==> config.mk <==
export PLATFORM = sky130hd
export DESIGN_NAME = accumulator_instruction_executor
export DESIGN_NICKNAME = d
export VERILOG_FILES = /design/src/aie_pkg.sv /design/src/accumulator_instruction_executor.sv /design/src/aie_fifo.sv /design/src/aie_ram.sv /design/src/aie_front.sv /design/src/aie_back.sv
export SDC_FILE = /design/constraint.sdc
export NUM_CORES = 1
export LEC_CHECK = 0
export BUFFER_PORTS_ARGS = -buffer_cell sky130_fd_sc_hd__buf_2
export CAP_MARGIN = 40
export CORE_ASPECT_RATIO = 2
export CORE_MARGIN = 2
export CORE_UTILIZATION = 56
export CTS_BUF_LIST = sky130_fd_sc_hd__clkbuf_4 sky130_fd_sc_hd__clkbuf_8 sky130_fd_sc_hd__clkbuf_16
export CTS_CLUSTER_DIAMETER = 80
export DETAILED_ROUTE_END_ITERATION = 10
export HOLD_SLACK_MARGIN = 0.1
export PLACE_DENSITY_LB_ADDON = 0.12
export SLEW_MARGIN = 20
export SYNTH_ARGS = -nofsm -noshare
export SYNTH_HDL_FRONTEND = slang
export SYNTH_HIERARCHICAL = 1
export SYNTH_SLANG_ARGS = --single-unit
==> constraint.sdc <==
create_clock -name clk -period 4.1 [get_ports clk]
set_input_delay 0.205 -clock clk [delete_from_list [all_inputs] [get_ports clk]]
set_output_delay 0.205 -clock clk [all_outputs]
set_load 0.02 [all_outputs]
==> src/aie_pkg.sv <==
package aie_pkg;

  localparam int RAM_WORDS_DEF   = 61;
  localparam int STACK_DEPTH_DEF = 8;
  localparam int QUEUE_DEPTH     = 2;

  // instruction codes
  localparam logic [4:0] OPC_LDA       = 5'd0;
  localparam logic [4:0] OPC_ADDA      = 5'd1;
  localparam logic [4:0] OPC_SUBA      = 5'd2;
  localparam logic [4:0] OPC_MOVAF     = 5'd3;
  localparam logic [4:0] OPC_PUSHA     = 5'd4;
  localparam logic [4:0] OPC_POPA      = 5'd5;
  localparam logic [4:0] OPC_ANDA      = 5'd6;
  localparam logic [4:0] OPC_ORA       = 5'd7;
  localparam logic [4:0] OPC_XORA      = 5'd8;
  localparam logic [4:0] OPC_RRA       = 5'd9;
  localparam logic [4:0] OPC_RLA       = 5'd10;
  localparam logic [4:0] OPC_INCA      = 5'd11;
  localparam logic [4:0] OPC_DECA      = 5'd12;
  localparam logic [4:0] OPC_BSA       = 5'd13;
  localparam logic [4:0] OPC_BCA       = 5'd14;
  localparam logic [4:0] OPC_CLRA      = 5'd15;
  localparam logic [4:0] OPC_GOTO      = 5'd16;
  localparam logic [4:0] OPC_DISPLAY   = 5'd17;
  localparam logic [4:0] OPC_SETT      = 5'd18;
  localparam logic [4:0] OPC_SETD      = 5'd19;
  localparam logic [4:0] OPC_SETA      = 5'd20;
  localparam logic [4:0] OPC_SLEEP     = 5'd21;
  localparam logic [4:0] OPC_SHOWCLOCK = 5'd22;

  localparam logic [7:0]  SHIFT_LIMIT  = 8'd16;
  localparam logic [15:0] BYTE_MASK    = 16'h00ff;
  localparam logic [7:0]  SECS_PER_MIN = 8'd60;
  localparam logic [7:0]  JUMP_SKIP    = 8'd2;

  typedef enum logic [4:0] {
    OP_NOP,
    OP_LDA,
    OP_ADDA,
    OP_SUBA,
    OP_MOVAF,
    OP_PUSHA,
    OP_POPA,
    OP_ANDA,
    OP_ORA,
    OP_XORA,
    OP_RRA,
    OP_RLA,
    OP_INCA,
    OP_DECA,
    OP_BSA,
    OP_BCA,
    OP_CLRA,
    OP_GOTO,
    OP_DISPLAY,
    OP_SETT,
    OP_SETD,
    OP_SETA,
    OP_SLEEP,
    OP_SHOWCLOCK
  } exec_op_t;

  typedef enum logic [1:0] {
    FAULT_NONE    = 2'd0,
    FAULT_RAM     = 2'd1,
    FAULT_FULL    = 2'd2,
    FAULT_SHALLOW = 2'd3
  } fault_t;

  typedef struct packed {
    logic [4:0] opcode;
    logic [7:0] operand_a;
    logic [7:0] operand_b;
  } instr_t;

  typedef struct packed {
    logic [15:0] acc_value;
    logic        jump_taken;
    logic [7:0]  jump_target;
    logic        show_valid;
    logic [15:0] show_first;
    logic [15:0] show_second;
    fault_t      fault;
  } result_t;

  typedef struct packed {
    exec_op_t   op;
    logic [7:0] operand_a;
    logic [7:0] operand_b;
    logic       small_amount;
    logic       ram_in_range;
    logic [7:0] jump_target;
    logic [2:0] sleep_min;
    logic [5:0] sleep_sec;
  } decoded_t;

endpackage

==> src/accumulator_instruction_executor.sv <==
// accumulator machine executing one instruction per item
// input queue: drive instr and raise push; the item is taken at a clock edge
//   where push is high and full is low. full rises once two decoded items
//   wait for the execute stage
// result queue: while empty is low the oldest result sits on result; raise
//   pop to take it. results leave in instruction order, one per item
// a taken item waits in the decoded queue until the result queue has room;
//   it is then executed, its result is written to the result queue and
//   empty falls once that result is written
// throughput: one item per cycle while the result queue has room, set by
//   the single execute stage, which reads and writes acc, stack and clock
// when pop stays low the result queue fills after two items, the execute
//   stage halts, the decoded queue fills after two more and full rises;
//   nothing is dropped
// reset (rst, synchronous): accumulator, stack count, clock, date and alarm
//   values go to zero, both queues empty and the data ram reads as zero
//   again through per-word valid flags; the block takes items on the cycle
//   after reset
module accumulator_instruction_executor #(
  parameter int RAM_WORDS   = aie_pkg::RAM_WORDS_DEF,
  parameter int STACK_DEPTH = aie_pkg::STACK_DEPTH_DEF
) (
  input  logic             clk,
  input  logic             rst,
  input  logic             push,
  output logic             full,
  input  aie_pkg::instr_t  instr,
  output logic             empty,
  input  logic             pop,
  output aie_pkg::result_t result
);

  aie_pkg::decoded_t op_item;
  logic              op_empty;
  logic              op_pop;

  aie_front #(
    .RAM_WORDS (RAM_WORDS)
  ) u_front (
    .clk      (clk),
    .rst      (rst),
    .push     (push),
    .full     (full),
    .instr    (instr),
    .op_pop   (op_pop),
    .op_empty (op_empty),
    .op_item  (op_item)
  );

  aie_back #(
    .RAM_WORDS   (RAM_WORDS),
    .STACK_DEPTH (STACK_DEPTH)
  ) u_back (
    .clk      (clk),
    .rst      (rst),
    .op_item  (op_item),
    .op_empty (op_empty),
    .op_pop   (op_pop),
    .pop      (pop),
    .empty    (empty),
    .result   (result)
  );

endmodule

==> src/aie_fifo.sv <==
module aie_fifo #(
  parameter int WIDTH = 8,
  parameter int DEPTH = 2
) (
  input  logic             clk,
  input  logic             rst,
  input  logic             push,
  input  logic [WIDTH-1:0] wdata,
  output logic             full,
  input  logic             pop,
  output logic [WIDTH-1:0] rdata,
  output logic             empty
);

  localparam int PTR_W = $clog2(DEPTH);
  localparam int CNT_W = $clog2(DEPTH + 1);

  logic [WIDTH-1:0] slots [DEPTH];
  logic [PTR_W-1:0] wr_ptr;
  logic [PTR_W-1:0] rd_ptr;
  logic [CNT_W-1:0] count;
  logic             do_push;
  logic             do_pop;

  assign full    = (count == CNT_W'(DEPTH));
  assign empty   = (count == '0);
  assign do_push = push && !full;
  assign do_pop  = pop && !empty;
  assign rdata   = slots[rd_ptr];

  always_ff @(posedge clk) begin
    if (rst) begin
      wr_ptr <= '0;
      rd_ptr <= '0;
      count  <= '0;
    end else begin
      if (do_push) begin
        wr_ptr <= (wr_ptr == PTR_W'(DEPTH - 1)) ? '0 : wr_ptr + PTR_W'(1);
      end
      if (do_pop) begin
        rd_ptr <= (rd_ptr == PTR_W'(DEPTH - 1)) ? '0 : rd_ptr + PTR_W'(1);
      end
      if (do_push && !do_pop) begin
        count <= count + CNT_W'(1);
      end else if (do_pop && !do_push) begin
        count <= count - CNT_W'(1);
      end
    end
  end

  always_ff @(posedge clk) begin
    if (do_push) begin
      slots[wr_ptr] <= wdata;
    end
  end

endmodule

==> src/aie_ram.sv <==
module aie_ram #(
  parameter int WIDTH = 16,
  parameter int DEPTH = 61
) (
  input  logic                                   clk,
  input  logic                                   we,
  input  logic [((DEPTH > 1) ? $clog2(DEPTH) : 1)-1:0] waddr,
  input  logic [WIDTH-1:0]                       wdata,
  input  logic [((DEPTH > 1) ? $clog2(DEPTH) : 1)-1:0] raddr,
  output logic [WIDTH-1:0]                       rdata
);

  logic [WIDTH-1:0] mem [DEPTH];

  always_ff @(posedge clk) begin
    if (we) begin
      mem[waddr] <= wdata;
    end
    rdata <= mem[raddr];
  end

endmodule

==> src/aie_front.sv <==
module aie_front #(
  parameter int RAM_WORDS = aie_pkg::RAM_WORDS_DEF
) (
  input  logic              clk,
  input  logic              rst,
  input  logic              push,
  output logic              full,
  input  aie_pkg::instr_t   instr,
  input  logic              op_pop,
  output logic              op_empty,
  output aie_pkg::decoded_t op_item
);

  aie_pkg::decoded_t dec;
  logic [7:0]        rem;

  always_comb begin
    dec              = '0;
    dec.operand_a    = instr.operand_a;
    dec.operand_b    = instr.operand_b;
    dec.small_amount = (instr.operand_a < aie_pkg::SHIFT_LIMIT);
    dec.ram_in_range = ({1'b0, instr.operand_a} < 9'(RAM_WORDS));
    dec.jump_target  = instr.operand_a + aie_pkg::JUMP_SKIP;

    // split sleep seconds into minutes and seconds, at most four steps of 60
    rem           = instr.operand_a;
    dec.sleep_min = '0;
    if (rem >= 8'(4 * aie_pkg::SECS_PER_MIN)) begin
      dec.sleep_min = 3'd4;
      rem           = rem - 8'(4 * aie_pkg::SECS_PER_MIN);
    end else if (rem >= 8'(3 * aie_pkg::SECS_PER_MIN)) begin
      dec.sleep_min = 3'd3;
      rem           = rem - 8'(3 * aie_pkg::SECS_PER_MIN);
    end else if (rem >= 8'(2 * aie_pkg::SECS_PER_MIN)) begin
      dec.sleep_min = 3'd2;
      rem           = rem - 8'(2 * aie_pkg::SECS_PER_MIN);
    end else if (rem >= aie_pkg::SECS_PER_MIN) begin
      dec.sleep_min = 3'd1;
      rem           = rem - aie_pkg::SECS_PER_MIN;
    end
    dec.sleep_sec = rem[5:0];

    unique case (instr.opcode)
      aie_pkg::OPC_LDA:       dec.op = aie_pkg::OP_LDA;
      aie_pkg::OPC_ADDA:      dec.op = aie_pkg::OP_ADDA;
      aie_pkg::OPC_SUBA:      dec.op = aie_pkg::OP_SUBA;
      aie_pkg::OPC_MOVAF:     dec.op = aie_pkg::OP_MOVAF;
      aie_pkg::OPC_PUSHA:     dec.op = aie_pkg::OP_PUSHA;
      aie_pkg::OPC_POPA:      dec.op = aie_pkg::OP_POPA;
      aie_pkg::OPC_ANDA:      dec.op = aie_pkg::OP_ANDA;
      aie_pkg::OPC_ORA:       dec.op = aie_pkg::OP_ORA;
      aie_pkg::OPC_XORA:      dec.op = aie_pkg::OP_XORA;
      aie_pkg::OPC_RRA:       dec.op = aie_pkg::OP_RRA;
      aie_pkg::OPC_RLA:       dec.op = aie_pkg::OP_RLA;
      aie_pkg::OPC_INCA:      dec.op = aie_pkg::OP_INCA;
      aie_pkg::OPC_DECA:      dec.op = aie_pkg::OP_DECA;
      aie_pkg::OPC_BSA:       dec.op = aie_pkg::OP_BSA;
      aie_pkg::OPC_BCA:       dec.op = aie_pkg::OP_BCA;
      aie_pkg::OPC_CLRA:      dec.op = aie_pkg::OP_CLRA;
      aie_pkg::OPC_GOTO:      dec.op = aie_pkg::OP_GOTO;
      aie_pkg::OPC_DISPLAY:   dec.op = aie_pkg::OP_DISPLAY;
      aie_pkg::OPC_SETT:      dec.op = aie_pkg::OP_SETT;
      aie_pkg::OPC_SETD:      dec.op = aie_pkg::OP_SETD;
      aie_pkg::OPC_SETA:      dec.op = aie_pkg::OP_SETA;
      aie_pkg::OPC_SLEEP:     dec.op = aie_pkg::OP_SLEEP;
      aie_pkg::OPC_SHOWCLOCK: dec.op = aie_pkg::OP_SHOWCLOCK;
      default:                dec.op = aie_pkg::OP_NOP;
    endcase
  end

  aie_fifo #(
    .WIDTH ($bits(aie_pkg::decoded_t)),
    .DEPTH (aie_pkg::QUEUE_DEPTH)
  ) u_op_queue (
    .clk   (clk),
    .rst   (rst),
    .push  (push),
    .wdata (dec),
    .full  (full),
    .pop   (op_pop),
    .rdata (op_item),
    .empty (op_empty)
  );

endmodule

==> src/aie_back.sv <==
module aie_back #(
  parameter int RAM_WORDS   = aie_pkg::RAM_WORDS_DEF,
  parameter int STACK_DEPTH = aie_pkg::STACK_DEPTH_DEF
) (
  input  logic              clk,
  input  logic              rst,
  input  aie_pkg::decoded_t op_item,
  input  logic              op_empty,
  output logic              op_pop,
  input  logic              pop,
  output logic              empty,
  output aie_pkg::result_t  result
);

  localparam int RAM_AW = (RAM_WORDS > 1) ? $clog2(RAM_WORDS) : 1;
  localparam int CNT_W  = $clog2(STACK_DEPTH + 1);
  localparam int IDX_W  = $clog2(STACK_DEPTH);

  logic [15:0]      acc;
  logic [15:0]      acc_next;
  logic [7:0]       stack [STACK_DEPTH];
  logic [CNT_W-1:0] stack_count;
  logic [CNT_W-1:0] stack_count_next;
  logic [CNT_W-1:0] count_dec;
  logic             stack_we;
  logic [15:0]      clk_min;
  logic [15:0]      clk_min_next;
  logic [15:0]      clk_sec;
  logic [15:0]      clk_sec_next;
  logic [15:0]      date_first;
  logic [15:0]      date_second;
  logic [15:0]      alarm_first;
  logic [15:0]      alarm_second;
  logic             exec;
  logic             res_full;
  aie_pkg::result_t res;

  logic              ram_we;
  logic [RAM_WORDS-1:0] ram_valid;
  logic [RAM_AW-1:0] chk_addr;
  logic [15:0]       chk_data;
  logic [15:0]       chk_expect;
  logic              chk_armed;
  logic              chk_due;
  logic              chk_hit;
  logic [15:0]       ram_rdata;
  logic [15:0]       ram_view;

  assign exec      = !op_empty && !res_full;
  assign op_pop    = exec;
  assign count_dec = stack_count - CNT_W'(1);

  always_comb begin
    acc_next         = acc;
    stack_count_next = stack_count;
    stack_we         = 1'b0;
    clk_min_next     = clk_min;
    clk_sec_next     = clk_sec;
    ram_we           = 1'b0;
    res              = '0;
    res.fault        = aie_pkg::FAULT_NONE;

    case (op_item.op)
      aie_pkg::OP_LDA:  acc_next = 16'(op_item.operand_a);
      aie_pkg::OP_ADDA: acc_next = acc + 16'(op_item.operand_a);
      aie_pkg::OP_SUBA: acc_next = acc - 16'(op_item.operand_a);
      aie_pkg::OP_MOVAF: begin
        if (op_item.ram_in_range) begin
          ram_we = 1'b1;
        end else begin
          res.fault = aie_pkg::FAULT_RAM;
        end
      end
      aie_pkg::OP_PUSHA: begin
        if (stack_count >= CNT_W'(STACK_DEPTH)) begin
          res.fault = aie_pkg::FAULT_FULL;
        end else begin
          stack_we         = 1'b1;
          stack_count_next = stack_count + CNT_W'(1);
        end
      end
      aie_pkg::OP_POPA: begin
        if (stack_count == '0) begin
          res.fault = aie_pkg::FAULT_SHALLOW;
        end else begin
          acc_next         = 16'(stack[count_dec[IDX_W-1:0]]);
          stack_count_next = count_dec;
        end
      end
      aie_pkg::OP_ANDA: acc_next = acc & 16'(op_item.operand_a);
      aie_pkg::OP_ORA:  acc_next = acc | 16'(op_item.operand_a);
      aie_pkg::OP_XORA: acc_next = acc ^ 16'(op_item.operand_a);
      aie_pkg::OP_RRA:
        acc_next = op_item.small_amount ? (acc >> op_item.operand_a[3:0]) : '0;
      aie_pkg::OP_RLA:
        acc_next = op_item.small_amount ? (acc << op_item.operand_a[3:0]) : '0;
      aie_pkg::OP_INCA: acc_next = acc + 16'd1;
      aie_pkg::OP_DECA: acc_next = acc - 16'd1;
      aie_pkg::OP_BSA: begin
        if (op_item.small_amount) begin
          acc_next = acc | (16'd1 << op_item.operand_a[3:0]);
        end
      end
      aie_pkg::OP_BCA: begin
        // clear upper byte, keep chosen bit 8 to 15, clear chosen bit 0 to 7
        if (op_item.small_amount) begin
          acc_next = acc & ((16'd1 << op_item.operand_a[3:0]) ^ aie_pkg::BYTE_MASK);
        end else begin
          acc_next = acc & aie_pkg::BYTE_MASK;
        end
      end
      aie_pkg::OP_CLRA: acc_next = '0;
      aie_pkg::OP_GOTO: begin
        res.jump_taken  = 1'b1;
        res.jump_target = op_item.jump_target;
      end
      aie_pkg::OP_DISPLAY: begin
        if (stack_count < CNT_W'(2)) begin
          res.fault = aie_pkg::FAULT_SHALLOW;
        end else begin
          res.show_valid  = 1'b1;
          res.show_first  = 16'(stack[0]);
          res.show_second = 16'(stack[1]);
        end
      end
      aie_pkg::OP_SLEEP: begin
        // no carry from seconds into minutes
        clk_min_next    = clk_min + 16'(op_item.sleep_min);
        clk_sec_next    = clk_sec + 16'(op_item.sleep_sec);
        res.show_valid  = 1'b1;
        res.show_first  = clk_min_next;
        res.show_second = clk_sec_next;
      end
      aie_pkg::OP_SHOWCLOCK: begin
        res.show_valid  = 1'b1;
        res.show_first  = clk_min;
        res.show_second = clk_sec;
      end
      aie_pkg::OP_SETT: begin
        clk_min_next = 16'(op_item.operand_a);
        clk_sec_next = 16'(op_item.operand_b);
      end
      default: begin
      end
    endcase

    res.acc_value = acc_next;
  end

  always_ff @(posedge clk) begin
    if (rst) begin
      acc          <= '0;
      stack_count  <= '0;
      clk_min      <= '0;
      clk_sec      <= '0;
      date_first   <= '0;
      date_second  <= '0;
      alarm_first  <= '0;
      alarm_second <= '0;
    end else if (exec) begin
      acc         <= acc_next;
      stack_count <= stack_count_next;
      clk_min     <= clk_min_next;
      clk_sec     <= clk_sec_next;
      if (op_item.op == aie_pkg::OP_SETD) begin
        date_first  <= 16'(op_item.operand_a);
        date_second <= 16'(op_item.operand_b);
      end
      if (op_item.op == aie_pkg::OP_SETA) begin
        alarm_first  <= 16'(op_item.operand_a);
        alarm_second <= 16'(op_item.operand_b);
      end
    end
  end

  always_ff @(posedge clk) begin
    if (exec && stack_we) begin
      stack[stack_count[IDX_W-1:0]] <= op_item.operand_a;
    end
  end

  // data ram: entries not yet written since reset read as zero
  always_ff @(posedge clk) begin
    if (rst) begin
      ram_valid <= '0;
      chk_armed <= 1'b0;
      chk_due   <= 1'b0;
    end else begin
      if (exec && ram_we) begin
        ram_valid[op_item.operand_a[RAM_AW-1:0]] <= 1'b1;
      end
      chk_armed <= exec && ram_we;
      chk_due   <= chk_armed;
    end
  end

  // read back the last stored word
  always_ff @(posedge clk) begin
    if (exec && ram_we) begin
      chk_addr <= op_item.operand_a[RAM_AW-1:0];
      chk_data <= acc;
    end
    chk_expect <= chk_data;
    chk_hit    <= ram_valid[chk_addr];
  end

  assign ram_view = chk_hit ? ram_rdata : '0;

  aie_ram #(
    .WIDTH (16),
    .DEPTH (RAM_WORDS)
  ) u_data_ram (
    .clk   (clk),
    .we    (exec && ram_we),
    .waddr (op_item.operand_a[RAM_AW-1:0]),
    .wdata (acc),
    .raddr (chk_addr),
    .rdata (ram_rdata)
  );

  aie_fifo #(
    .WIDTH ($bits(aie_pkg::result_t)),
    .DEPTH (aie_pkg::QUEUE_DEPTH)
  ) u_res_queue (
    .clk   (clk),
    .rst   (rst),
    .push  (exec),
    .wdata (res),
    .full  (res_full),
    .pop   (pop),
    .rdata (result),
    .empty (empty)
  );

  a_stack_bound: assert property (@(posedge clk) disable iff (rst)
    stack_count <= CNT_W'(STACK_DEPTH))
    else $error("stack count beyond depth");

  a_push_grows: assert property (@(posedge clk) disable iff (rst)
    (exec && op_item.op == aie_pkg::OP_PUSHA && stack_count < CNT_W'(STACK_DEPTH))
    |=> (stack_count == $past(stack_count) + CNT_W'(1)))
    else $error("push did not grow the stack");

  a_push_full_holds: assert property (@(posedge clk) disable iff (rst)
    (exec && op_item.op == aie_pkg::OP_PUSHA && stack_count == CNT_W'(STACK_DEPTH))
    |=> $stable(stack_count))
    else $error("push on a full stack changed the count");

  a_ram_readback: assert property (@(posedge clk) disable iff (rst)
    chk_due |-> (ram_view == chk_expect))
    else $error("data ram read back a different word");

endmodule
## Word-level counts from Yosys, hierarchy flattened

Memory sizes are Yosys's and may differ from the RTL's. A register that Yosys moved wholly into a read port is not among the register bits.
Cells that the tools add are included.

| storage, ports and cells | value |
|---|---|
| input port bits | 25 |
| register bits after elaboration | 60 |
| word-level logic and storage cells | 151 |
| memories | 4 |
| memory bits (read-only) | 160 |
| output and inout bits | 62 |
| RAM bits | 264 |

| operators by class | value |
|---|---|
| multiplexer cells | 47 |
| shift-type cells | 3 |
| eq/ne operators | 25 |
| order comparisons | 8 |
| add/subtract/negate cells | 21 |
| reductions and logical operators | 27 |
| bitwise operators | 6 |

Memories:

| name | depth | bits a word | rd ports | clocked after Yosys merged registers in | write ports | line | RTL |
|---|---|---|---|---|---|---|---|
| (name not given) | 32 | 5 | 1 | 0 | 0 | aie_front.sv:43 | `unique case (instr.opcode)` |
| u_back.u_res_queue.slots | 2 | 60 | 1 | 1 | 1 | aie_fifo.sv:18 | `logic [WIDTH-1:0] slots [DEPTH];` |
| u_front.u_op_queue.slots | 2 | 40 | 1 | 1 | 1 | aie_fifo.sv:18 |  |
| u_back.stack | 8 | 8 | 3 | 0 | 1 | aie_back.sv:21 | `logic [7:0] stack [STACK_DEPTH];` |

Operator list:

| kind | count |
|---|---|
| 16-bit one-hot mux with 14 select lines | 1 |
| 33-bit one-hot mux with 3 select lines | 1 |
| 16-bit two-way mux | 5 |
| 16-bit one-hot mux with 2 select lines | 2 |
| 5-bit by 4-bit equality test with 1-bit output (second input constant) | 8 |
| 33-bit two-way mux | 1 |
| 5-bit equality test (second input constant) | 6 |
| 6-bit two-way mux | 4 |
| 6-bit subtractor (second input constant) | 4 |
| 5-bit by 3-bit equality test with 1-bit output (second input constant) | 4 |
| 1-bit two-way mux | 18 |
| 16-bit by 1-bit adder with 16-bit output (second input constant) | 1 |
| 16-bit by 3-bit adder with 16-bit output | 1 |
| 16-bit by 6-bit adder with 16-bit output | 1 |
| 16-bit by 8-bit adder with 16-bit output | 1 |
| 16-bit bitwise AND | 1 |
| 16-bit by 8-bit bitwise AND with 16-bit output | 1 |
| 8-bit >= comparator (second input constant) | 2 |
| 16-bit OR | 1 |
| 16-bit by 8-bit OR with 16-bit output | 1 |
| 1-bit by 4-bit << shifter with 16-bit output (first input constant) | 1 |
| 16-bit by 4-bit << shifter with 16-bit output | 1 |
| 16-bit by 4-bit >> shifter with 16-bit output | 1 |
| 16-bit by 1-bit subtractor with 16-bit output (second input constant) | 1 |
| 32 further kinds | 69 |

## Logic depth before layout (Yosys ltp)

Gate-level depths: netlist (run 1).

| logic depth | value |
|---|---|
| depth after elaboration | 8 |
| mapped depth | 18 |
| gate-level depth less buffers | 14 |

## Hierarchy

Netlist (run 1), hierarchy kept.

By module, submodules not included:

| module | area an instance (µm²) | sequential area each (µm²) | times used | cells each |
|---|---|---|---|---|
| aie_back | 10288.6 | 2962.8 | 1 | 1155 |
| aie_fifo (u_back.u_res_queue) | 4531.8 | 3703.6 | 1 | 212 |
| aie_fifo (u_front.u_op_queue) | 3090.5 | 2502.4 | 1 | 149 |
| aie_front | 684.4 | 0.0 | 1 | 92 |

## Least setup slack after synthesis (run 1)

No wires, ideal clock.

| timing | value |
|---|---|
| path kind | reg2reg |
| start | register with a tool-made name |
| end | memory u_back/u_res_queue/slots[0][58] (netlist name) (data pin) |
| arrival | 4.147 ns |
| slack | -0.310 ns |
| data required time | 3.837 ns |
| period minus slack after synthesis | 4.410 ns |
| setup time | 0.263 ns |
| stages on the path, launching flop included | 18 |
| path buffers | 4 |
| cell sequence | dfxtp_1 buf_2 mux2_2 buf_2 buf_2 buf_2 nor3_1 nand3_1 nor3_1 ha_1 o22ai_1 ha_1 a21oi_1 o21ai_1 or4b_2 a31o_2 a31oi_1 nand2b_1 |

RTL lines:

| item | line |
|---|---|
| end: declaration | aie_fifo.sv:18 |

==> results_dict.tcl, run 1 <==
set metrics [dict create \
    status "completed" \
    finalPower_mw 14.23 \
    max_freq_mhz 251.3 \
    ioPinCount 87 \
    antenna_found_initial 2 \
    synth_top_cell_area_share_pct 42.63 \
    skew_ns 0.02146 \
    min_from "instr[19]" \
    drc 0 \
    cts.sinks 326 \
    cp_max_fo 12 \
    clock_latency_ns 0.56 \
    synth_commonest_cells "edfxtp_1, nor2_1, nand2_1" \
    initial_core_util_pct 56.67 \
    cts_buffers 28 \
    switching_power_mw 5.834 \
    hold_path_class "primary input to register" \
    placed_cells_incl_taps 2109 \
    synthDistinctLibCells 96 \
    die_area_sq_um 34770 \
    gr-usage-met3_pct 4.880 \
    synth_edf_count 264 \
    worstSetupStartpointType "register" \
    ys_seq_area_share_pct 49.31 \
    cp.buffers_inverters 1 \
    crit_family "compound AO/OA/AOI/OAI gates" \
    synth_most_common_cell "edfxtp_1" \
    setup-violations-final 0 \
    rsz0062_at_grt "yes" \
    drt-total-wl_um 59930 \
    tns_ns 0 \
    p_leak_nw 7.586 \
    seqPwrFrac_pct 33.8 \
    p_comb_share_pct 47.6 \
    arrival_ns 4.42 \
    syn_area_sq_um 18600 \
    p_int_mw 8.392 \
    synthCells 1608 \
    rows 94 \
    critPathRequiredTime_ns 4.54 \
    dr.pass1.iters 8 \
    synthArstFlopShare_pct 0 \
    ys_seq_elements 326 \
    clkPwrFrac_pct 18.6 \
    ant_nets 0 \
    portBuffers 86 \
    core_sq_um 32810 \
    synth_area_leaders "edfxtp_1, mux2_2, dfxtp_1, ha_1, mux4_2" \
    cap_violations 0 \
    drtIter0Drc 1175 \
    cts_root_buf "clkbuf_16" \
    grt_util_met2_pct 63.17 \
    busiest_layer "met2" \
    clockBufferDepth 3 \
    cts.htree.levels 1 \
    grt_pass1_vias 14200 \
    peakVddDrop_mv 0.6065 \
    avgRoutedWirePerCell_um 27.44 \
    groute.usage.overall_pct 34.15 \
    yosys_most_used_dff "edfxtp_1" \
    crit_slowest_cell "mux2_2" \
    fin_ws_ns 0.1214 \
    period_share_pct 97.04 \
    vias 14290 \
    fp.dieH_um 261.7 \
    nets 1824 \
    max_stage_delay_ns 0.46 \
    pre_cts_ws_ns 0.04391 \
    path_class "register to register" \
    grtUsageMet1_pct 32.86 \
    path_clk_slew_ns 0.07 \
    period_needed_ns 3.979 \
    hold_viol 0 \
    grt_first_pass_wirelength_um 86990 \
    switching_share_pct 41.01 \
    relSlewSlack_pct 40.50 \
    drive_gt1_share_pct 23.40 \
    via_per_inst 6.543 \
    endpoint_kind "register" \
    synth_area_per_cell_sq_um 11.56 \
    drv_slew 0 \
    n_antenna_cell 0 \
    yosysTopAreaCell "edfxtp_1" \
    crit_chain "mux2_2 -> nor3_4 -> nand3_2 -> nor3_1 -> ha_1 -> o22ai_1 -> ha_2 -> and2_1 -> a32oi_2 -> a31oi_2 -> xnor2_2 -> buf_4 -> o211ai_1 -> o21a_1" \
    routabilityCongestion 1.036 \
    cts_tree "built" \
    p_per_area_nw_per_um2 677.1 \
    synth_nets 1702 \
    die_w_um 132.9 \
    fin_cells 2184 \
    syn_to_final_growth_pct 12.99 \
    grt_max_degree 47 \
    tightest_slew_ns 0.8906 \
    yosysWarnings 6 \
    place_hpwl_um 44250 \
    grt_overflow 0 \
]
[kinds of logic (layout without fill, tap and decap cells)]
group | count (synthesis) | count (layout) | share of synthesized area (%)
simple gates | 468 | 468 | 12.74
compound gates | 365 | 365 | 13.68
flops | 326 | 326 | 49.31
mux | 178 | 178 | 13.53
buf+inv | 152 | 296 | 3.586
fa+ha+maj | 69 | 69 | 4.764
xor+xnor | 50 | 50 | 2.395
[state kept, by name, indices dropped and copies added, names as in the netlist, 2 cells and up, named ones only]
signal	cells
u_back/stack_count	4
u_back/clk_min	16
u_front/u_op_queue/count	2
u_front/u_op_queue/slots	80
u_back/u_res_queue/count	2
u_back/acc	16
u_back/clk_sec	16
u_back/u_res_queue/slots	120
u_back/stack	64
[per-stage QoR]
stage	hold slack (ns)	area, sq um	utilization, %
after floorplan	0.2741	18640	-
after global placement	0.3999	19780	60.26
after detailed placement	0.3969	19810	60.38
after CTS	0.1434	20920	63.76
after global routing	0.1535	21010	64.03
final	0.1513	21010	64.03
[power by group through the flow]
stage | Sequential (mW) | Clock, mW | Combinational, mW
after global placement | 4.82 | 0 | 6.47
final | 4.80 | 2.65 | 6.77
after CTS | 4.79 | 2.70 | 6.58
after floorplan | 4.68 | 0 | 4.35
after global routing | 4.85 | 2.80 | 7.13
after detailed placement | 4.86 | 0 | 6.53
[layer usage]
| layer | wire length [um] | vias up |
|---|---|---|
| met2 | 31440 | 628 |
| li1 | - | 6441 |
| met5 | 11 | - |
| met3 | 3045 | 259 |
| met1 | 19330 | 6961 |
| met4 | 6103 | 2 |
[cells in the final DEF, fill, tap and decap left out, types with 20 or more instances in the layout]
| cell type | count |
|---|---|
| nand2_1 | 113 |
| nor3_1 | 26 |
| nor2_1 | 133 |
| nand3_1 | 33 |
| buf_4 | 87 |
| a21oi_1 | 72 |
| o211ai_1 | 20 |
| mux4_2 | 25 |
| a21o_1 | 26 |
| mux2i_1 | 23 |
| ha_1 | 62 |
| inv_1 | 39 |
| edfxtp_1 | 264 |
| mux2_2 | 109 |
| buf_2 | 89 |
| xnor2_1 | 35 |
| clkbuf_16 | 29 |
| dfxtp_1 | 60 |
| o21ai_0 | 72 |
[what timing repair did]
item | 4_1_cts | 5_1_grt
endpoints found under the hold margin | 43 | 0
buffers inserted | 0 | 2
endpoints found under the setup margin | 0 | 22
gates resized for setup | 0 | 16
hold buffers | 19 | 0
[worst reg2reg max path, delay by kind of cell, from the launching register on]
kind	cells	cell delay (ns)
compound gates	5	1.05
buf+inv	1	0.18
fa+ha+maj	2	0.61
xor+xnor	1	0.37
simple gates	4	0.74
flops	1	0.45
mux	1	0.46
[final timing paths]
path | endpoint | slack, ns | cells past startpoint
worst max-delay path | u_back/acc[9] | 0.12 | 14
worst min-delay path | u_front/u_op_queue/slots[1][37] | 0.15 | 2
worst max register to register | u_back/acc[9] | 0.12 | 14
worst min register to register | u_back/clk_sec[2] | 0.50 | 2
[final cells by class]
type	count	area (sq um)
clock buffer	34	769.5
clock inverter	18	150.1
fill	2579	11800
inverter	45	168.9
multi-input combinational	1130	8840
sequential	326	9174
tap	432	540.5
timing repair buffer	199	1368
No activity file was read; power rests on OpenSTA's default activity.
==> run 2, diff against run 1 <==
--- a/config.mk
+++ b/config.mk
@@ -5,7 +5,7 @@
 export SDC_FILE = /design/constraint.sdc
 export NUM_CORES = 1
 export LEC_CHECK = 0
-export BUFFER_PORTS_ARGS = -buffer_cell sky130_fd_sc_hd__buf_2
+export BUFFER_PORTS_ARGS = -buffer_cell sky130_fd_sc_hd__buf_4
 export CAP_MARGIN = 40
 export CORE_ASPECT_RATIO = 2
 export CORE_MARGIN = 2
==> run 2 against run 1 <==
Compared with the run above: routed wire length increased by 2.1%; worst setup slack gained 0.045 ns; sequential share of layout area is 0.62 points lower; largest cell class unchanged; total power is 2.8% higher; critical endpoint is now u_back/u_res_queue/slots[1][46]; sequential power is essentially flat; clock-buffer cell count increased by 8; non-clock buffer count grew 7; first-iteration DRC count rose by 11%; via count rose by 0.36%.
==> results_dict.tcl, run 2 (synthesized netlist as in run 1, its figures left out) <==
set metrics [dict create \
    status "completed" \
    cts_tree "built" \
    timing.hold.ws_ns 0.1658 \
    dr.pass1.iters 7 \
    crit_slowest_cell "xnor2_1" \
    nets 1831 \
    seqPwrFrac_pct 32.9 \
    tightest_slew_ns 0.8343 \
    vias 14340 \
    rows 94 \
    via_per_inst 6.546 \
    drc 0 \
    core_sq_um 32810 \
    final_util_pct 64.95 \
    cts_buffers 28 \
    largest_register "u_back/u_res_queue/slots" \
    drive_gt1_share_pct 23.93 \
    endpoint_kind "register" \
    place_hpwl_um 44610 \
    cap_violations 0 \
    p_int_mw 8.634 \
    cp_max_fo 13 \
    drtIter0Drc 1300 \
    ioPinCount 87 \
    fillers 2529 \
    period_share_pct 95.94 \
    portBuffers 86 \
    antenna_found_initial 2 \
    avgRoutedWirePerCell_um 27.94 \
    drv_slew 0 \
    p_per_area_nw_per_um2 686.3 \
    clockBufferDepth 3 \
    setup-violations-final 0 \
    p_leak_nw 7.692 \
    switching_power_mw 5.993 \
    layout_commonest_cell "edfxtp_1" \
    grt_overflow 0 \
    p_comb_share_pct 49.1 \
    crit_family "simple AND/OR/NAND/NOR gates" \
    largest_reg_flops 120 \
    groute.usage.overall_pct 34.93 \
    crit_chain "mux2_2 -> or4bb_1 -> nand2_1 -> ha_1 -> inv_1 -> fa_1 -> xnor2_1 -> o22ai_1 -> nor4_1 -> buf_4 -> a2bb2oi_1" \
    fin_ws_ns 0.1666 \
    grt_max_degree 61 \
    skew_ns 0.03216 \
    critPathRequiredTime_ns 4.40 \
    grt_first_pass_wirelength_um 88560 \
    worstSetupStartpointType "register" \
    routabilityCongestion 1.073 \
    period_needed_ns 3.933 \
    hold_path_class "primary input to register" \
    switching_share_pct 40.97 \
    cts_root_buf "clkbuf_16" \
    grt_pass1_vias 13860 \
    initial_core_util_pct 56.67 \
    pre_cts_ws_ns 0.1061 \
    peakVddDrop_mv 0.6454 \
    fp.dieH_um 261.7 \
    clkPwrFrac_pct 18.1 \
    relSlewSlack_pct 42.94 \
    max_stage_delay_ns 0.60 \
    ant_nets 0 \
    cts.htree.levels 1 \
    clock_latency_ns 0.58 \
    die_w_um 132.9 \
    syn_to_final_growth_pct 14.61 \
    hold_viol 0 \
    max_freq_mhz 254.2 \
    arrival_ns 4.23 \
    path_clk_slew_ns 0.07 \
    cp.buffers_inverters 2 \
    cts.sinks 326 \
    drt-total-wl_um 61210 \
    path_class "register to register" \
    layout_common_cells "edfxtp_1, buf_4, nor2_1" \
    die_area_sq_um 34770 \
    n_antenna_cell 0 \
]
-- run 2: cell count changes in the layout (fill, tap and decap cells not counted), moves of 2 or more --
cell | previous run | this run
buf_4 | 87 | 180
buf_2 | 89 | 2
clkinv_1 | 9 | 3
clkbuf_4 | 4 | 9
clkinvlp_4 | 0 | 4
clkbuf_8 | 1 | 4
mux2_2 | 109 | 106
mux2_4 | 3 | 6
buf_12 | 2 | 4
bufinv_16 | 2 | 0
clkinv_2 | 6 | 4
ha_1 | 62 | 64
ha_2 | 4 | 2
-- run 2: per-layer routing --
| metal | GRT usage (%) | share of wire (%) | vias up |
|---|---|---|---|
| li1 | - | - | 6453 |
| met1 | 33.20 | 31 | 7071 |
| met2 | 63.77 | 52 | 589 |
| met3 | 6.867 | 5.9 | 226 |
| met4 | 30.05 | 10 | 4 |
| met5 | 0 | 0.044 | - |
-- run 2: power groups by stage --
stage | logic [mW] | registers (mW) | clock network (mW)
floorplan | 4.35 | 4.68 | 0
global placement | 6.72 | 4.87 | 0
detailed placement | 6.82 | 4.87 | 0
CTS | 6.87 | 4.80 | 2.68
global route | 7.58 | 4.86 | 2.78
finish | 7.18 | 4.81 | 2.64
-- run 2: worst paths after layout --
kind,slack [ns],from,endpoint,cells past startpoint
setup reg to reg,0.17,register,u_back/u_res_queue/slots[1][46],11
hold / removal,0.17,instr[19],u_front/u_op_queue/slots[0][37],2
setup / recovery,0.17,register,u_back/u_res_queue/slots[1][46],11
hold reg to reg,0.49,u_back/clk_min[2],u_back/clk_min[2],2
-- run 2: through the flow --
stage / instance area [sq um] / power, mW / setup TNS (ns) / std cells
after floorplan: 18640 / 9.029 / 0 / 1608
after global placement: 20010 / 11.59 / 0 / 2109
after detailed placement: 20060 / 11.69 / 0 / 2112
after CTS: 21160 / 14.35 / 0 / 2183
after global routing: 21310 / 15.22 / -0.1339 / 2191
final: 21310 / 14.63 / 0 / 2191
-- run 2: what timing repair did --
item	in CTS	in global routing
buffers inserted	0	5
hold buffers	19	0
hold endpoints to repair	46	0
gates resized for setup	0	19
endpoints found under the setup margin	0	16
-- run 2: cell type report --
| cell class | count | area (sq um) | share of cell area (%) |
|---|---|---|---|
| multi-input combinational | 1130 | 8871 | 41.62 |
| timing repair buffer | 206 | 1643 | 7.708 |
| tap | 432 | 540.5 | 2.536 |
| clock inverter | 10 | 67.56 | 0.3170 |
| clock buffer | 42 | 848.3 | 3.980 |
| sequential | 326 | 9174 | 43.04 |
| inverter | 45 | 168.9 | 0.7925 |
==> run 3, diff against run 2 <==
--- a/config.mk
+++ b/config.mk
@@ -15,6 +15,7 @@
 export DETAILED_ROUTE_END_ITERATION = 10
 export HOLD_SLACK_MARGIN = 0.1
 export PLACE_DENSITY_LB_ADDON = 0.12
+export REMOVE_ABC_BUFFERS = 1
 export SLEW_MARGIN = 20
 export SYNTH_ARGS = -nofsm -noshare
 export SYNTH_HDL_FRONTEND = slang
==> run 3 against run 2 <==
Compared with the run above: sequential power down 0.8%; total power rose by 1.3%; sequential share of layout area fell by 0.52 points; global-route usage shrank 1.3 points; clock skew fell by 0.016 ns; flip-flop and latch count is the same; largest cell class unchanged; largest power group unchanged.
==> results_dict.tcl, run 3 (synthesized netlist as in run 1, its figures left out) <==
set metrics [dict create \
    status "completed" \
    period_share_pct 96.85 \
    fin_cells 2222 \
    cp.buffers_inverters 2 \
    crit_slowest_cell "or4bb_1" \
    grt_pass1_vias 14450 \
    period_needed_ns 3.971 \
    largest_register "u_back/u_res_queue/slots" \
    final_util_pct 65.75 \
    worstSetupStartpointType "register" \
    skew_ns 0.01570 \
    routabilityCongestion 1.002 \
    endpoint_kind "register" \
    vias 14330 \
    die_area_sq_um 34770 \
    peakVddDrop_mv 0.5798 \
    dpl-instance-area_sq_um 20330 \
    antenna_found_initial 2 \
    die_w_um 132.9 \
    nets 1862 \
    grt_first_pass_wirelength_um 86820 \
    syn_to_final_growth_pct 16.02 \
    cap_violations 0 \
    via_per_inst 6.450 \
    ioPinCount 87 \
    ant_nets 0 \
    fp.dieH_um 261.7 \
    drive_gt1_share_pct 24.97 \
    reg2reg_setup_slack_ns 0.13 \
    crit_family "compound AO/OA/AOI/OAI gates" \
    drv_slew 0 \
    setup-violations-final 0 \
    layout_commonest_cell "edfxtp_1" \
    p_per_area_nw_per_um2 686.9 \
    cp_max_fo 7 \
    pre_cts_ws_ns 0.002554 \
    post_cts_buffers 0 \
    portBuffers 86 \
    path_clk_slew_ns 0.07 \
    grt_max_degree 61 \
    finalInstanceArea_sq_um 21570 \
    drtIter0Drc 1115 \
    clock_latency_ns 0.57 \
    core_sq_um 32810 \
    cts.sinks 326 \
    initial_core_util_pct 56.67 \
    fillers 2507 \
    drc 0 \
    max_stage_delay_ns 0.58 \
    clockBufferDepth 3 \
    p_leak_nw 7.864 \
    fin_ws_ns 0.1291 \
    tightest_slew_ns 0.8896 \
    avgRoutedWirePerCell_um 26.23 \
    relSlewSlack_pct 40.70 \
    rows 94 \
    hold_viol 0 \
    largest_reg_flops 120 \
    crit_chain "mux2_2 -> buf_4 -> or4bb_1 -> nand2_1 -> ha_1 -> inv_1 -> fa_1 -> a21o_1 -> a31o_2 -> a21oi_1 -> xnor2_1 -> a2111o_1 -> o21a_1" \
    arrival_ns 4.43 \
    hold_path_class "primary input to register" \
    place_hpwl_um 42130 \
    path_class "register to register" \
    layout_common_cells "edfxtp_1, buf_4, nor2_1" \
    placed_cells_incl_taps 2149 \
    cts_tree "built" \
    cts_root_buf "clkbuf_16" \
    n_antenna_cell 0 \
    drt-total-wl_um 58280 \
    cts.htree.levels 1 \
    critPathRequiredTime_ns 4.56 \
    grt_overflow 0 \
    cts_buffers 28 \
    tns_ns 0 \
    dr.pass1.iters 5 \
    max_freq_mhz 251.8 \
    groute.usage.overall_pct 33.63 \
]
==> run 3: final cells by class <==
type                            count  area (sq um)  share of cell area [%]
Clock buffer                       32         754.5                   3.497
Clock inverter                     20         196.4                  0.9105
Inverter                           45         168.9                  0.7829
Multi-Input combinational cell   1130          8838                   40.97
Sequential cell                   326          9174                   42.52
Tap cell                          432         540.5                   2.505
Timing Repair Buffer              237          1902                   8.815
==> run 3: where the power goes <==
part           switching, mW  total [mW]  internal (mW)
logic                   4.41        7.31           2.90
clock network           1.21        2.74           1.52
registers              0.345        4.77           4.43
total                   5.97        14.8           8.85
==> run 3: final timing paths <==
path                      from                end  depth (start not counted)
max reg2reg           register      u_back/acc[6]                         13
min reg2reg  u_back/clk_min[2]  u_back/clk_min[2]                          2
min                        rst           register                          2
max                   register      u_back/acc[6]                         13
==> run 3: repair_timing <==
| action | CTS | global route |
|---|---|---|
| pin swaps | 1 | 1 |
| gates resized for setup | 1 | 16 |
| hold buffers | 21 | 0 |
| setup endpoints to repair | 1 | 17 |
| endpoints found under the hold margin | 65 | 0 |
| cloned | 0 | 0 |
==> run 3: worst register-to-register path, cell delays in order (launching register included) <==
cell      delay (ns)
dfxtp_4         0.42
mux2_2          0.39
buf_4           0.16
or4bb_1         0.58
nand2_1         0.11
ha_1            0.15
inv_1           0.06
fa_1            0.42
a21o_1          0.21
a31o_2          0.24
a21oi_1         0.22
xnor2_1         0.23
a2111o_1        0.50
o21a_1          0.18
==> run 3: per-layer routing <==
metal  vias up  wire length, um  GRT usage, %
li1       6514                -             -
met1      7058            18890         32.06
met2       521            30930         62.03
met3       234             2921         6.250
met4         4             5515         27.93
met5         -               26             0
==> run 3: per-stage QoR <==
stage / power (mW) / hold WS, ns
floorplan: 8.789 / 0.2741
global placement: 11.73 / 0.3911
detailed placement: 11.88 / 0.3923
CTS: 14.65 / 0.1549
global route: 15.46 / 0.1983
finish: 14.82 / 0.1692
